==> src/dek_pkg.sv <==
`timescale 1ns / 1ps
`default_nettype none
// ----------------------------------------------------------------------------
// DIS event kinematics package
// Shared widths, codes, state and request types for the kinematics block.
// ----------------------------------------------------------------------------
package dek_pkg;

  localparam int FRAC_BITS = 16;

  localparam int MOM_W   = 24;               // momentum component
  localparam int CFG_W   = 24;               // widest config register
  localparam int CIDX_W  = 2;
  localparam int EB_W    = 24;
  localparam int TM_W    = 24;
  localparam int LM_W    = 16;               // light masses
  localparam int P2_W    = 50;               // |p|^2 plus a mass term
  localparam int E_W     = 25;               // root of P2_W bits
  localparam int NU_W    = 26;               // Eb - E before clamping
  localparam int EVNU_W  = 25;
  localparam int Q2_W    = 52 - FRAC_BITS;
  localparam int MN_W    = TM_W + E_W;
  localparam int MM_W    = 2 * TM_W;
  localparam int W2_W    = 54;
  localparam int Y_W     = 18;
  localparam int XB_W    = 25;
  localparam int PT_W    = 32;
  localparam int OUT24_W = 24;

  // shared unit
  localparam int ALU_W  = 80;                // accumulator / dividend
  localparam int DIV_W  = 52;                // divisor
  localparam int SQ_W   = 64;                // radicand
  localparam int MUL_IT = 26;                // multiplier bits per product
  localparam int CNT_W  = 7;

  localparam int YHI     = (1 << FRAC_BITS) > 131071 ? 131071 : (1 << FRAC_BITS);
  localparam int YLO_MAG = (1 << FRAC_BITS) > 131072 ? 131072 : (1 << FRAC_BITS);

  typedef enum logic [1:0] {
    OP_ELECTRON = 2'd0,
    OP_CLOSE    = 2'd1,
    OP_PION     = 2'd2,
    OP_NONE     = 2'd3
  } opcode_e;

  typedef enum logic [CIDX_W-1:0] {
    REG_BEAM_ENERGY   = 2'd0,
    REG_TARGET_MASS   = 2'd1,
    REG_ELECTRON_MASS = 2'd2,
    REG_PION_MASS     = 2'd3
  } cfg_reg_e;

  typedef enum logic [1:0] {
    ALU_MUL  = 2'd0,
    ALU_DIV  = 2'd1,
    ALU_SQRT = 2'd2
  } alu_mode_e;

  typedef enum logic [4:0] {
    ST_IDLE,
    ST_SQ_X,
    ST_SQ_Y,
    ST_SQ_Z,
    ST_MASS,
    ST_E_SQRT,
    ST_PMAG_SQRT,
    ST_Z_DIV,
    ST_Y_DIV,
    ST_EB_MUL,
    ST_N_MUL,
    ST_Q2_DIV,
    ST_MN_MUL,
    ST_MM_MUL,
    ST_XB_DIV,
    ST_W_SQRT,
    ST_FIN
  } state_e;

  typedef struct packed {
    logic             start;
    alu_mode_e        mode;
    logic [ALU_W-1:0] opa;
    logic [DIV_W-1:0] opb;
  } alu_req_t;

  typedef struct packed {
    logic             done;
    logic [ALU_W-1:0] res;
  } alu_rsp_t;

endpackage
`default_nettype wire

==> src/dek_stream_if.sv <==
`timescale 1ns / 1ps
`default_nettype none
// ----------------------------------------------------------------------------
// DIS event kinematics stream interfaces
// Valid/ready channels for input items and result items.
// ----------------------------------------------------------------------------
interface dek_in_if;
  logic                              valid;
  logic                              ready;
  logic [1:0]                        opcode;
  logic signed [dek_pkg::MOM_W-1:0]  mom_x;
  logic signed [dek_pkg::MOM_W-1:0]  mom_y;
  logic signed [dek_pkg::MOM_W-1:0]  mom_z;

  modport source (output valid, opcode, mom_x, mom_y, mom_z, input ready);
  modport sink   (input valid, opcode, mom_x, mom_y, mom_z, output ready);
endinterface

interface dek_out_if;
  logic                                valid;
  logic                                ready;
  logic                                kind;
  logic                                electron_found;
  logic signed [dek_pkg::OUT24_W-1:0]  energy_transfer;
  logic signed [dek_pkg::Y_W-1:0]      inelasticity;
  logic [31:0]                         momentum_transfer_sq;
  logic signed [dek_pkg::XB_W-1:0]     bjorken_x;
  logic [dek_pkg::OUT24_W-1:0]         invariant_mass;
  logic [dek_pkg::PT_W-1:0]            pion_pt_sq;
  logic [dek_pkg::OUT24_W-1:0]         energy_fraction;
  logic [1:0]                          flags;

  modport source (output valid, kind, electron_found, energy_transfer, inelasticity,
                  momentum_transfer_sq, bjorken_x, invariant_mass, pion_pt_sq,
                  energy_fraction, flags, input ready);
  modport sink   (input valid, kind, electron_found, energy_transfer, inelasticity,
                  momentum_transfer_sq, bjorken_x, invariant_mass, pion_pt_sq,
                  energy_fraction, flags, output ready);
endinterface
`default_nettype wire

==> src/dis_event_kinematics.sv <==
`timescale 1ns / 1ps
`default_nettype none
// ----------------------------------------------------------------------------
// DIS event kinematics
// Keeps the most energetic electron of an event, then computes nu, y, Q2,
// xB and W on close, and pT^2 and z for each pion, all through one shared
// multiply/divide/root unit.
// ----------------------------------------------------------------------------
//  channel  | dir | handshake     | beat contents
//  in_i     | in  | valid/ready   | opcode, mom_x, mom_y, mom_z
//  out_o    | out | valid/ready   | kind, electron_found, nu, y, Q2, xB, W,
//           |     |               | pT^2, z, flags
//  cfg      | in  | cfg_we_i      | cfg_idx_i, cfg_data_i
//
// One item at a time goes through the shared unit.
// rst_ni clears the event state and loads the default config.
// The output register lets a new item start while a result waits; the
// final step stalls until the output register is free.
// ----------------------------------------------------------------------------
module dis_event_kinematics (
  input  logic                       clk_i,
  input  logic                       rst_ni,
  input  logic                       cfg_we_i,
  input  logic [dek_pkg::CIDX_W-1:0] cfg_idx_i,
  input  logic [dek_pkg::CFG_W-1:0]  cfg_data_i,
  dek_in_if.sink                     in_i,
  dek_out_if.source                  out_o
);
  import dek_pkg::*;

  state_e   state_q, state_d;
  logic     pend_q, pend_d;
  alu_req_t alu_req;
  alu_rsp_t alu_rsp;
  state_e   nxt;
  logic     is_alu, fin_go, in_acc;

  logic [EB_W-1:0] eb_q;
  logic [TM_W-1:0] m_q;
  logic [LM_W-1:0] me_q, mpi_q;

  opcode_e                  op_q;
  logic [MOM_W-1:0]         ax_q, ay_q, az_q;
  logic signed [MOM_W-1:0]  pz_q;
  logic [P2_W-1:0]          p2_q;
  logic [PT_W-1:0]          pt_q;
  logic [ALU_W-1:0]         t_q;
  logic [E_W-1:0]           e_q;
  logic [E_W-1:0]           best_e_q, best_pmag_q;
  logic signed [MOM_W-1:0]  best_pz_q;
  logic                     have_q;
  logic signed [EVNU_W-1:0] ev_nu_q;
  logic                     ev_valid_q;
  logic signed [NU_W-1:0]   nu_q;
  logic [E_W-1:0]           anu_q;
  logic [Y_W-1:0]           y_q;
  logic [Q2_W-1:0]          q2_q;
  logic [MN_W-1:0]          mn_q;
  logic [MM_W-1:0]          mm_q;
  logic [OUT24_W-1:0]       xb_q, w_q, z_q;

  logic                      out_vld_q;
  logic                      o_kind_q, o_found_q;
  logic [OUT24_W-1:0]        o_nu_q, o_w_q, o_z_q;
  logic [Y_W-1:0]            o_y_q;
  logic [31:0]               o_q2_q;
  logic [XB_W-1:0]           o_xb_q;
  logic [PT_W-1:0]           o_pt_q;
  logic [1:0]                o_flags_q;

  logic signed [NU_W-1:0]    nu_w;
  logic [NU_W-1:0]           anu_w;
  logic [NU_W:0]             pdiff_w;
  logic [W2_W-1:0]           w2_w, tmn_w;
  logic                      nu_pos, w2_neg, ev_ok;
  logic [LM_W-1:0]           mass_w;
  logic [ALU_W-1:0]          sum_w;

  dek_alu u_alu (
    .clk_i  (clk_i),
    .rst_ni (rst_ni),
    .req_i  (alu_req),
    .rsp_o  (alu_rsp)
  );

  // ---------------- derived values ----------------
  assign nu_w    = $signed({2'b00, eb_q}) - $signed({1'b0, best_e_q});
  assign anu_w   = nu_w[NU_W-1] ? NU_W'(-nu_w) : NU_W'(nu_w);
  assign pdiff_w = {2'b00, best_pmag_q} - {{(NU_W+1-MOM_W){best_pz_q[MOM_W-1]}}, best_pz_q};
  assign nu_pos  = !nu_q[NU_W-1] && (nu_q != '0);
  assign tmn_w   = W2_W'(mn_q) << 1;
  assign w2_w    = W2_W'(mm_q) + (nu_q[NU_W-1] ? (W2_W'(0) - tmn_w) : tmn_w)
                   - (W2_W'(q2_q) << FRAC_BITS);
  assign w2_neg  = w2_w[W2_W-1];
  assign ev_ok   = ev_valid_q && !ev_nu_q[EVNU_W-1] && (ev_nu_q != '0);
  assign mass_w  = (op_q == OP_PION) ? mpi_q : me_q;
  assign sum_w   = ALU_W'(p2_q) + alu_rsp.res;
  assign in_acc  = in_i.valid && in_i.ready;
  assign fin_go  = (state_q == ST_FIN) && (!out_vld_q || out_o.ready);

  assign in_i.ready = (state_q == ST_IDLE);

  // ---------------- sequencer ----------------
  always_comb begin
    state_d       = state_q;
    pend_d        = pend_q;
    alu_req.start = 1'b0;
    alu_req.mode  = ALU_MUL;
    alu_req.opa   = '0;
    alu_req.opb   = '0;
    nxt           = ST_IDLE;
    is_alu        = 1'b1;

    unique case (state_q)
      ST_IDLE: begin
        is_alu = 1'b0;
        if (in_acc) begin
          unique case (opcode_e'(in_i.opcode))
            OP_ELECTRON, OP_PION: state_d = ST_SQ_X;
            OP_CLOSE:             state_d = have_q ? ST_Y_DIV : ST_FIN;
            default:              state_d = ST_IDLE;
          endcase
        end
      end
      ST_SQ_X: begin
        alu_req.opa = ALU_W'(ax_q);
        alu_req.opb = DIV_W'(ax_q);
        nxt = ST_SQ_Y;
      end
      ST_SQ_Y: begin
        alu_req.opa = ALU_W'(ay_q);
        alu_req.opb = DIV_W'(ay_q);
        nxt = ST_SQ_Z;
      end
      ST_SQ_Z: begin
        alu_req.opa = ALU_W'(az_q);
        alu_req.opb = DIV_W'(az_q);
        nxt = ST_MASS;
      end
      ST_MASS: begin
        alu_req.opa = ALU_W'(mass_w);
        alu_req.opb = DIV_W'(mass_w);
        nxt = ST_E_SQRT;
      end
      ST_E_SQRT: begin
        alu_req.mode = ALU_SQRT;
        alu_req.opa  = t_q;
        nxt = (op_q == OP_ELECTRON) ? ST_PMAG_SQRT : ST_Z_DIV;
      end
      ST_PMAG_SQRT: begin
        alu_req.mode = ALU_SQRT;
        alu_req.opa  = ALU_W'(p2_q);
        nxt = ST_IDLE;
      end
      ST_Z_DIV: begin
        alu_req.mode = ALU_DIV;
        alu_req.opa  = ALU_W'(e_q) << FRAC_BITS;
        alu_req.opb  = DIV_W'(unsigned'(ev_nu_q));
        nxt = ST_FIN;
      end
      ST_Y_DIV: begin
        alu_req.mode = ALU_DIV;
        alu_req.opa  = ALU_W'(anu_q) << FRAC_BITS;
        alu_req.opb  = DIV_W'(eb_q);
        nxt = ST_EB_MUL;
      end
      ST_EB_MUL: begin
        alu_req.opa = ALU_W'(best_e_q);
        alu_req.opb = DIV_W'(eb_q);
        nxt = ST_N_MUL;
      end
      ST_N_MUL: begin
        alu_req.opa = t_q << 1;
        alu_req.opb = DIV_W'(pdiff_w);
        nxt = ST_Q2_DIV;
      end
      ST_Q2_DIV: begin
        alu_req.mode = ALU_DIV;
        alu_req.opa  = t_q;
        alu_req.opb  = DIV_W'(best_pmag_q) << FRAC_BITS;
        nxt = ST_MN_MUL;
      end
      ST_MN_MUL: begin
        alu_req.opa = ALU_W'(m_q);
        alu_req.opb = DIV_W'(anu_q);
        nxt = ST_MM_MUL;
      end
      ST_MM_MUL: begin
        alu_req.opa = ALU_W'(m_q);
        alu_req.opb = DIV_W'(m_q);
        nxt = ST_XB_DIV;
      end
      ST_XB_DIV: begin
        alu_req.mode = ALU_DIV;
        alu_req.opa  = ALU_W'(q2_q) << (2 * FRAC_BITS);
        alu_req.opb  = DIV_W'(mn_q) << 1;
        nxt = ST_W_SQRT;
      end
      ST_W_SQRT: begin
        alu_req.mode = ALU_SQRT;
        alu_req.opa  = ALU_W'(w2_w);
        nxt = ST_FIN;
      end
      ST_FIN: begin
        is_alu = 1'b0;
        if (fin_go) state_d = ST_IDLE;
      end
      default: begin
        is_alu  = 1'b0;
        state_d = ST_IDLE;
      end
    endcase

    if (is_alu) begin
      if (!pend_q) begin
        alu_req.start = 1'b1;
        pend_d        = 1'b1;
      end
      if (alu_rsp.done) begin
        pend_d  = 1'b0;
        state_d = nxt;
      end
    end
  end

  always_ff @(posedge clk_i or negedge rst_ni) begin
    if (!rst_ni) begin
      state_q <= ST_IDLE;
      pend_q  <= 1'b0;
    end else begin
      state_q <= state_d;
      pend_q  <= pend_d;
    end
  end

  // ---------------- config and event state ----------------
  always_ff @(posedge clk_i or negedge rst_ni) begin
    if (!rst_ni) begin
      eb_q        <= EB_W'(694682);
      m_q         <= TM_W'(61490);
      me_q        <= LM_W'(33);
      mpi_q       <= LM_W'(9147);
      best_e_q    <= '0;
      best_pz_q   <= '0;
      best_pmag_q <= '0;
      have_q      <= 1'b0;
      ev_nu_q     <= '0;
      ev_valid_q  <= 1'b0;
      out_vld_q   <= 1'b0;
    end else begin
      if (cfg_we_i) begin
        unique case (cfg_idx_i)
          REG_BEAM_ENERGY:   eb_q  <= cfg_data_i[EB_W-1:0];
          REG_TARGET_MASS:   m_q   <= cfg_data_i[TM_W-1:0];
          REG_ELECTRON_MASS: me_q  <= cfg_data_i[LM_W-1:0];
          default:           mpi_q <= cfg_data_i[LM_W-1:0];
        endcase
      end

      // first candidate wins ties
      if (state_q == ST_PMAG_SQRT && alu_rsp.done && (!have_q || e_q > best_e_q)) begin
        best_e_q    <= e_q;
        best_pz_q   <= pz_q;
        best_pmag_q <= alu_rsp.res[E_W-1:0];
        have_q      <= 1'b1;
      end

      if (fin_go && op_q == OP_CLOSE) begin
        if (have_q) begin
          if (nu_q > $signed(NU_W'(24'hFF_FFFF)))       ev_nu_q <= EVNU_W'(25'h0FF_FFFF);
          else if (nu_q < -$signed(NU_W'(25'h100_0000))) ev_nu_q <= EVNU_W'(25'h100_0000);
          else                                          ev_nu_q <= nu_q[EVNU_W-1:0];
          ev_valid_q <= 1'b1;
        end else begin
          ev_nu_q    <= '0;
          ev_valid_q <= 1'b0;
        end
        have_q      <= 1'b0;
        best_e_q    <= '0;
        best_pz_q   <= '0;
        best_pmag_q <= '0;
      end

      if (fin_go)                         out_vld_q <= 1'b1;
      else if (out_vld_q && out_o.ready)  out_vld_q <= 1'b0;
    end
  end

  // ---------------- working registers ----------------
  always_ff @(posedge clk_i) begin
    if (in_acc) begin
      op_q  <= opcode_e'(in_i.opcode);
      ax_q  <= in_i.mom_x[MOM_W-1] ? MOM_W'(-in_i.mom_x) : MOM_W'(in_i.mom_x);
      ay_q  <= in_i.mom_y[MOM_W-1] ? MOM_W'(-in_i.mom_y) : MOM_W'(in_i.mom_y);
      az_q  <= in_i.mom_z[MOM_W-1] ? MOM_W'(-in_i.mom_z) : MOM_W'(in_i.mom_z);
      pz_q  <= in_i.mom_z;
      nu_q  <= nu_w;
      anu_q <= anu_w[E_W-1:0];
    end

    if (alu_rsp.done) begin
      case (state_q)
        ST_SQ_X: p2_q <= alu_rsp.res[P2_W-1:0];
        ST_SQ_Y: begin
          p2_q <= sum_w[P2_W-1:0];
          if ((sum_w >> FRAC_BITS) > ALU_W'(32'hFFFF_FFFF)) pt_q <= '1;
          else pt_q <= PT_W'(sum_w >> FRAC_BITS);
        end
        ST_SQ_Z: p2_q <= sum_w[P2_W-1:0];
        ST_MASS: t_q <= sum_w;
        ST_E_SQRT: e_q <= alu_rsp.res[E_W-1:0];
        ST_Z_DIV: begin
          if (alu_rsp.res > ALU_W'(24'hFF_FFFF)) z_q <= '1;
          else z_q <= alu_rsp.res[OUT24_W-1:0];
        end
        ST_Y_DIV: begin
          if (eb_q == '0) begin
            y_q <= nu_q[NU_W-1] ? Y_W'(-YLO_MAG) : '0;
          end else if (nu_q[NU_W-1]) begin
            if (alu_rsp.res > ALU_W'(YLO_MAG)) y_q <= Y_W'(-YLO_MAG);
            else y_q <= Y_W'(0) - alu_rsp.res[Y_W-1:0];
          end else begin
            if (alu_rsp.res > ALU_W'(YHI)) y_q <= Y_W'(YHI);
            else y_q <= alu_rsp.res[Y_W-1:0];
          end
        end
        ST_EB_MUL, ST_N_MUL: t_q <= alu_rsp.res;
        ST_Q2_DIV: q2_q <= (best_pmag_q == '0) ? '0 : alu_rsp.res[Q2_W-1:0];
        ST_MN_MUL: mn_q <= alu_rsp.res[MN_W-1:0];
        ST_MM_MUL: mm_q <= alu_rsp.res[MM_W-1:0];
        ST_XB_DIV: begin
          if (!nu_pos)                             xb_q <= '0;
          else if (m_q == '0)                      xb_q <= (q2_q != '0) ? '1 : '0;
          else if (alu_rsp.res > ALU_W'(24'hFF_FFFF)) xb_q <= '1;
          else                                     xb_q <= alu_rsp.res[OUT24_W-1:0];
        end
        ST_W_SQRT: begin
          if (w2_neg)                                 w_q <= '0;
          else if (alu_rsp.res > ALU_W'(24'hFF_FFFF)) w_q <= '1;
          else                                        w_q <= alu_rsp.res[OUT24_W-1:0];
        end
        default: ;
      endcase
    end

    // result register
    if (fin_go) begin
      o_kind_q  <= (op_q == OP_PION);
      o_nu_q    <= '0;
      o_y_q     <= '0;
      o_q2_q    <= '0;
      o_xb_q    <= '0;
      o_w_q     <= '0;
      o_pt_q    <= '0;
      o_z_q     <= '0;
      o_flags_q <= '0;
      o_found_q <= 1'b0;
      if (op_q == OP_PION) begin
        o_found_q <= ev_valid_q;
        o_pt_q    <= pt_q;
        o_z_q     <= ev_ok ? z_q : '0;
        o_flags_q <= {1'b0, !ev_ok};
      end else if (have_q) begin
        o_found_q <= 1'b1;
        if (nu_q > $signed(NU_W'(24'h7F_FFFF)))       o_nu_q <= OUT24_W'(24'h7F_FFFF);
        else if (nu_q < -$signed(NU_W'(24'h80_0000))) o_nu_q <= OUT24_W'(24'h80_0000);
        else                                          o_nu_q <= nu_q[OUT24_W-1:0];
        o_y_q     <= y_q;
        o_q2_q    <= (64'(q2_q) > 64'(32'hFFFF_FFFF)) ? '1 : 32'(q2_q);
        o_xb_q    <= XB_W'(xb_q);
        o_w_q     <= w_q;
        o_flags_q <= {w2_neg, !nu_pos};
      end
    end
  end

  assign out_o.valid                = out_vld_q;
  assign out_o.kind                 = o_kind_q;
  assign out_o.electron_found       = o_found_q;
  assign out_o.energy_transfer      = o_nu_q;
  assign out_o.inelasticity         = o_y_q;
  assign out_o.momentum_transfer_sq = o_q2_q;
  assign out_o.bjorken_x            = o_xb_q;
  assign out_o.invariant_mass       = o_w_q;
  assign out_o.pion_pt_sq           = o_pt_q;
  assign out_o.energy_fraction      = o_z_q;
  assign out_o.flags                = o_flags_q;

  // ---------------- assertions ----------------
  a_busy_not_ready: assert property (@(posedge clk_i) disable iff (!rst_ni)
    pend_q |-> !in_i.ready)
    else $error("input ready while shared unit busy");

  a_done_has_req: assert property (@(posedge clk_i) disable iff (!rst_ni)
    alu_rsp.done |-> pend_q)
    else $error("shared unit done without a request");

  a_result_from_fin: assert property (@(posedge clk_i) disable iff (!rst_ni)
    $rose(out_vld_q) |-> $past(state_q == ST_FIN))
    else $error("result loaded outside final step");

  a_close_clears: assert property (@(posedge clk_i) disable iff (!rst_ni)
    (fin_go && op_q == OP_CLOSE) |=> !have_q)
    else $error("electron candidate kept across close");

endmodule
`default_nettype wire

==> src/dek_alu.sv <==
`timescale 1ns / 1ps
`default_nettype none
// ----------------------------------------------------------------------------
// DIS event kinematics shared arithmetic unit
// Bit-serial multiply, restoring divide and digit-by-digit square root
// around one compare/subtract and one adder.
// ----------------------------------------------------------------------------
module dek_alu (
  input  logic              clk_i,
  input  logic              rst_ni,
  input  dek_pkg::alu_req_t req_i,
  output dek_pkg::alu_rsp_t rsp_o
);
  import dek_pkg::*;

  logic             busy_q, busy_d;
  logic             done_q, done_d;
  alu_mode_e        mode_q, mode_d;
  logic [CNT_W-1:0] cnt_q, cnt_d;
  logic [ALU_W-1:0] acc_q, acc_d;
  logic [ALU_W-1:0] sh_q, sh_d;
  logic [DIV_W:0]   rem_q, rem_d;
  logic [DIV_W-1:0] b_q, b_d;
  logic [DIV_W:0]   part, sub, diff;
  logic             fits;

  always_comb begin
    busy_d = busy_q;
    mode_d = mode_q;
    cnt_d  = cnt_q;
    acc_d  = acc_q;
    sh_d   = sh_q;
    rem_d  = rem_q;
    b_d    = b_q;
    done_d = 1'b0;

    // divide brings in one dividend bit, root two radicand bits
    if (mode_q == ALU_DIV) begin
      part = {rem_q[DIV_W-1:0], sh_q[ALU_W-1]};
      sub  = {1'b0, b_q};
    end else begin
      part = {rem_q[DIV_W-2:0], sh_q[ALU_W-1 -: 2]};
      sub  = {acc_q[DIV_W-2:0], 2'b01};
    end
    diff = part - sub;
    fits = (part >= sub);

    if (req_i.start) begin
      busy_d = 1'b1;
      mode_d = req_i.mode;
      acc_d  = '0;
      rem_d  = '0;
      b_d    = req_i.opb;
      unique case (req_i.mode)
        ALU_MUL: begin
          sh_d  = req_i.opa;
          cnt_d = CNT_W'(MUL_IT - 1);
        end
        ALU_DIV: begin
          sh_d  = req_i.opa;
          cnt_d = CNT_W'(ALU_W - 1);
        end
        default: begin
          sh_d  = {req_i.opa[SQ_W-1:0], {(ALU_W-SQ_W){1'b0}}};
          cnt_d = CNT_W'(SQ_W / 2 - 1);
        end
      endcase
    end else if (busy_q) begin
      unique case (mode_q)
        ALU_MUL: begin
          if (b_q[0]) acc_d = acc_q + sh_q;
          sh_d = sh_q << 1;
          b_d  = b_q >> 1;
        end
        ALU_DIV: begin
          rem_d = fits ? diff : part;
          acc_d = {acc_q[ALU_W-2:0], fits};
          sh_d  = sh_q << 1;
        end
        default: begin
          rem_d = fits ? diff : part;
          acc_d = {acc_q[ALU_W-2:0], fits};
          sh_d  = sh_q << 2;
        end
      endcase
      cnt_d = cnt_q - 1'b1;
      if (cnt_q == '0) begin
        busy_d = 1'b0;
        done_d = 1'b1;
      end
    end
  end

  always_ff @(posedge clk_i or negedge rst_ni) begin
    if (!rst_ni) begin
      busy_q <= 1'b0;
      done_q <= 1'b0;
      mode_q <= ALU_MUL;
      cnt_q  <= '0;
    end else begin
      busy_q <= busy_d;
      done_q <= done_d;
      mode_q <= mode_d;
      cnt_q  <= cnt_d;
    end
  end

  always_ff @(posedge clk_i) begin
    acc_q <= acc_d;
    sh_q  <= sh_d;
    rem_q <= rem_d;
    b_q   <= b_d;
  end

  assign rsp_o.done = done_q;
  assign rsp_o.res  = acc_q;

endmodule
`default_nettype wire
==> src/flat_wrapper.sv <==
// flat-port wrapper written by rule: the top's interface ports become plain ports
module dis_event_kinematics_flat import dek_pkg::*;
  (clk_i, rst_ni, cfg_we_i, cfg_idx_i, cfg_data_i, in_i_valid, in_i_opcode, in_i_mom_x, in_i_mom_y, in_i_mom_z, in_i_ready, out_o_valid, out_o_kind, out_o_electron_found, out_o_energy_transfer, out_o_inelasticity, out_o_momentum_transfer_sq, out_o_bjorken_x, out_o_invariant_mass, out_o_pion_pt_sq, out_o_energy_fraction, out_o_flags, out_o_ready);
  dek_in_if in_i_i ();
  dek_out_if out_o_i ();
  input  logic clk_i;
  input  logic rst_ni;
  input  logic cfg_we_i;
  input  logic [dek_pkg::CIDX_W-1:0] cfg_idx_i;
  input  logic [dek_pkg::CFG_W-1:0] cfg_data_i;
  input wire logic [$bits(in_i_i.valid)-1:0] in_i_valid;
  input wire logic [$bits(in_i_i.opcode)-1:0] in_i_opcode;
  input wire logic [$bits(in_i_i.mom_x)-1:0] in_i_mom_x;
  input wire logic [$bits(in_i_i.mom_y)-1:0] in_i_mom_y;
  input wire logic [$bits(in_i_i.mom_z)-1:0] in_i_mom_z;
  output wire logic [$bits(in_i_i.ready)-1:0] in_i_ready;
  output wire logic [$bits(out_o_i.valid)-1:0] out_o_valid;
  output wire logic [$bits(out_o_i.kind)-1:0] out_o_kind;
  output wire logic [$bits(out_o_i.electron_found)-1:0] out_o_electron_found;
  output wire logic [$bits(out_o_i.energy_transfer)-1:0] out_o_energy_transfer;
  output wire logic [$bits(out_o_i.inelasticity)-1:0] out_o_inelasticity;
  output wire logic [$bits(out_o_i.momentum_transfer_sq)-1:0] out_o_momentum_transfer_sq;
  output wire logic [$bits(out_o_i.bjorken_x)-1:0] out_o_bjorken_x;
  output wire logic [$bits(out_o_i.invariant_mass)-1:0] out_o_invariant_mass;
  output wire logic [$bits(out_o_i.pion_pt_sq)-1:0] out_o_pion_pt_sq;
  output wire logic [$bits(out_o_i.energy_fraction)-1:0] out_o_energy_fraction;
  output wire logic [$bits(out_o_i.flags)-1:0] out_o_flags;
  input wire logic [$bits(out_o_i.ready)-1:0] out_o_ready;
  assign in_i_i.valid = in_i_valid;
  assign in_i_i.opcode = in_i_opcode;
  assign in_i_i.mom_x = in_i_mom_x;
  assign in_i_i.mom_y = in_i_mom_y;
  assign in_i_i.mom_z = in_i_mom_z;
  assign in_i_ready = in_i_i.ready;
  assign out_o_valid = out_o_i.valid;
  assign out_o_kind = out_o_i.kind;
  assign out_o_electron_found = out_o_i.electron_found;
  assign out_o_energy_transfer = out_o_i.energy_transfer;
  assign out_o_inelasticity = out_o_i.inelasticity;
  assign out_o_momentum_transfer_sq = out_o_i.momentum_transfer_sq;
  assign out_o_bjorken_x = out_o_i.bjorken_x;
  assign out_o_invariant_mass = out_o_i.invariant_mass;
  assign out_o_pion_pt_sq = out_o_i.pion_pt_sq;
  assign out_o_energy_fraction = out_o_i.energy_fraction;
  assign out_o_flags = out_o_i.flags;
  assign out_o_i.ready = out_o_ready;
  dis_event_kinematics u_core (.clk_i(clk_i), .rst_ni(rst_ni), .cfg_we_i(cfg_we_i), .cfg_idx_i(cfg_idx_i), .cfg_data_i(cfg_data_i), .in_i(in_i_i), .out_o(out_o_i));
endmodule
==> config.mk <==
export PLATFORM = sky130hd
export DESIGN_NAME = dis_event_kinematics_flat
export DESIGN_NICKNAME = d
export VERILOG_FILES = /design/src/dek_pkg.sv /design/src/dek_stream_if.sv /design/src/dis_event_kinematics.sv /design/src/dek_alu.sv /design/src/flat_wrapper.sv
export SDC_FILE = /design/constraint.sdc
export NUM_CORES = 2
export LEC_CHECK = 0
export BUFFER_PORTS_ARGS = -buffer_cell sky130_fd_sc_hd__buf_2
export CELL_PAD_IN_SITES_DETAIL_PLACEMENT = 0
export CELL_PAD_IN_SITES_GLOBAL_PLACEMENT = 1
export CORE_ASPECT_RATIO = 1.2
export CORE_MARGIN = 10
export CORE_UTILIZATION = 25
export CTS_CLUSTER_DIAMETER = 120
export DETAILED_ROUTE_END_ITERATION = 6
export PLACE_DENSITY = 0.54
export SYNTH_ARGS = -nofsm -noshare
export SYNTH_HDL_FRONTEND = slang
export SYNTH_SLANG_ARGS = --single-unit
==> constraint.sdc <==
create_clock -name clk_i -period 31.7 [get_ports clk_i]
set_input_delay 3.17 -clock clk_i [delete_from_list [all_inputs] [get_ports clk_i]]
set_output_delay 3.17 -clock clk_i [all_outputs]
set_load 0.05 [all_outputs]
==> run metrics <==
Lkg Pwr roughly 33 nW; max cap viols 0; final net count a little over 8000; CP peak stage delay slightly below 700 ps; Post-CTS Hold Buffers 0; Mapped Cells 7610; CP max stage cell a311oi_1; flops & latches, synth 1200; Total GRT Usage 20.7%; CTS Buffer Depth 4; minimum clock period 7060 ps; Place WS 24840 ps; I/O Buffers approximately 290; mux contribution to synthesized area 3.49%; first-pass iteration count of the detailed router 7; placed cells 11500; Row Count 218; dominant synthesized flop cell edfxtp_1; post-synthesis cell type count 99; H-tree levels 4; final wirelength 343 mm; clk slew on worst S/H paths 70 ps; area of the die around 320000 um2; RSZ-0062 raised after global routing false; vias in the first global route between 60000 and 70000; Final TNS setup 0 ps; Max Clk Rate roughly 140 MHz; violated checks design-rule violations; global placement routability congestion approximately 0.94; worst-margin pin slew around 1300 ps; post-CTS setup buffer count 0; via count roughly 63000; CTS sink count 1200; total CTS buffers ~150; DP Area between 70000 and 80000 um2; crit path DAT 7650 ps; initial antenna violation count 24; outcome finished with violations; total gr overflow 0; kind of critical path register to register; CP max FO 25; VDD IR max 98.0 uV; Core Util, Final slightly below 30%; final worst slack between 20000 and 25000 ps; layout cells sized above 1 a little under an eighth; largest net degree at the start of global routing between 100 and 150; CTS root buffer clkbuf_16; Initial Util between 20 and 30%; Period Utilization, post-route between 20 and 25%; Worst slew margin between 10% and 20%; die height 614 um; TritonCTS clock tree done; I/O pins just under 300; Layout Cells excl Fill approximately 12000; Synth Area in XOR/XNOR around 5.2%; worst hold slack approximately 450 ps; DRT iter0 DRCs between 6000 and 7000; Core ar. 293000 um2; Synth Net Count 8088; final-report hold violation count 0; Most Frequent Cell on Critical Path o21ai_0; hold crit path type register to register; Synth async-reset ratio ~17%; critical path capture point type register; max-slew violations 0; post-CTS resize count 0; startpoint types register; post-DP HPWL between 200 and 300 mm; chip width 515 um; Synth Warn # 0; post-synthesis adder-cell area fraction 7.03%; Synth Area in Compound Gates 19.3%; first-pass GRT wire length about 480 mm; main combinational cell family by area after synthesis compound AO/OA/AOI/OAI gates; endpoints failing setup 0; crit path cell chain or4_4, nor3_4, nand3_1, or2_2, o41ai_1, xnor2_1, fa_1, ha_1, and3_1, nand2_1, nor3_1, o21ai_0, a311oi_1, a41oi_1, o21ai_0, a41o_1, a21boi_0, o21a_1, o21a_4, and2_1; P&R area growth vs syn 15.1%; Max Clock Skew about 110 ps; PwrDens 102 nW/um2; EDFF count, synth approximately 870; Final Cell Area 84700 um2; PnR Total Power 8.66 mW; DRC viols just under 60; Seq/Total Area, Yosys between 40 and 50%; drt wl/cell between 20 and 30 um; Critical Path RT between 30000 and 40000 ps; Cell Area, Synth ~74000 um2; Simple-Gate Fraction of Synth Area 15.3%; Syn Area/Cell approximately 9.7 um2; Clock Latency Late Sink 890 ps; antenna-violating nets left 0; via density per instance around 5.3
## cell type report
type	count	area, um2
antenna	7	17.5
multi-input combinational	5660	37300
clock inverter	75	773
timing repair buffer	471	2840
clock buffer	192	4110
sequential	1200	33800
tap	3850	4820
inverter	287	1080
fill	31100	209000
## worst max-delay path, delay by kind of cell, from the launching register on
family	cells	cell delay [ps]
adder cells (fa/ha/maj)	2	860
AO/OA/AOI/OAI	9	3050
flip-flops	1	480
AND/OR/NAND/NOR	8	2140
XOR/XNOR	1	190
## placed cells by master, fill, tap and decap left out, types with 157 or more instances in the layout
cell type	n
a21oi_1	556
buf_2	287
inv_1	285
xnor2_1	288
nand2_1	979
edfxtp_1	869
o21ai_0	558
dfrtp_1	170
buf_4	182
and2_1	157
nor2_1	484
ha_1	335
a21o_1	166
## final timing paths
| path | slack, ps | to | cells after the start | startpoint |
|---|---|---|---|---|
| setup / recovery | 24640 | u_core.out_o.flags[1] | 20 | u_core.mn_q[3] |
| hold / removal | 450 | u_core.best_pz_q[10] | 2 | u_core.pz_q[10] |
| setup reg to reg | 24640 | u_core.out_o.flags[1] | 20 | u_core.mn_q[3] |
| hold reg to reg | 450 | u_core.best_pz_q[10] | 2 | u_core.pz_q[10] |
| max in group asynchronous | 27080 | u_core.best_pmag_q[14] | 3 | rst_ni |
| min in group asynchronous | 2290 | u_core.mpi_q[2] | 1 | rst_ni |
## per-layer routing
layer  global-route usage [%]  vias up  wire length [um]
met3                     3.19      641             19900
met4                     11.7        0             23600
li1                         -    28500                 -
met2                     34.1     2365            159000
met5                        0        -                 0
met1                     25.8    31200            140000
## Yosys cell counts (all sizes together) (49+ instances only)
cell	instances	area share (%)
dfrtp	171	5.8
mux2	91	1.4
nand3	127	0.87
nor3	90	0.63
nand2	984	5.0
edfxtp	869	35
a21o	166	1.7
and3	49	0.42
a222oi	90	1.2
nand2b	55	0.49
a22oi	70	0.71
a31oi	51	0.43
buf	57	0.35
dfxtp	132	3.6
o31ai	104	1.1
xnor2	288	3.4
xor2	148	1.8
nor2b	76	0.65
and2	159	1.4
clkbuf	406	2.1
nor4	81	0.70
mux2i	154	2.1
a221oi	77	0.92
ha	335	5.7
o21bai	61	0.63
o21a	74	0.76
nand4	111	0.94
a211oi	49	0.50
inv	286	1.5
a21oi	559	3.8
o21ai	565	3.8
nor2	522	2.7
## registers in the layout (all words and copies together) (netlist names), 36 cells and up
register            cells
u_core.t_q             80
u_core.u_alu.acc_q     80
u_core.u_alu.sh_q      80
u_core.u_alu.rem_q     52
u_core.p2_q            50
u_core.u_alu.b_q       50
u_core.mn_q            49
u_core.mm_q            48
u_core.q2_q            36
## power breakdown
group / switching (mW) / total, mW / internal (mW)
logic: 2.98 / 4.45 / 1.47
clock network: 0.748 / 1.77 / 1.03
registers: 0.345 / 2.44 / 2.09
total: 4.07 / 8.66 / 4.59
## kinds of logic (layout without fill, tap and decap cells)
family / after synthesis / after routing
DFF: 1200 / 1200
xor gates and xnor gates: 436 / 436
buffers and inverters: 750 / 1025
AOI/OAI and AO/OA: 2179 / 2179
adders and majority gates: 395 / 395
other: 1 / 8
muxes: 245 / 245
and+or+nand+nor: 2404 / 2404
Power figures use the tool's default switching activity.
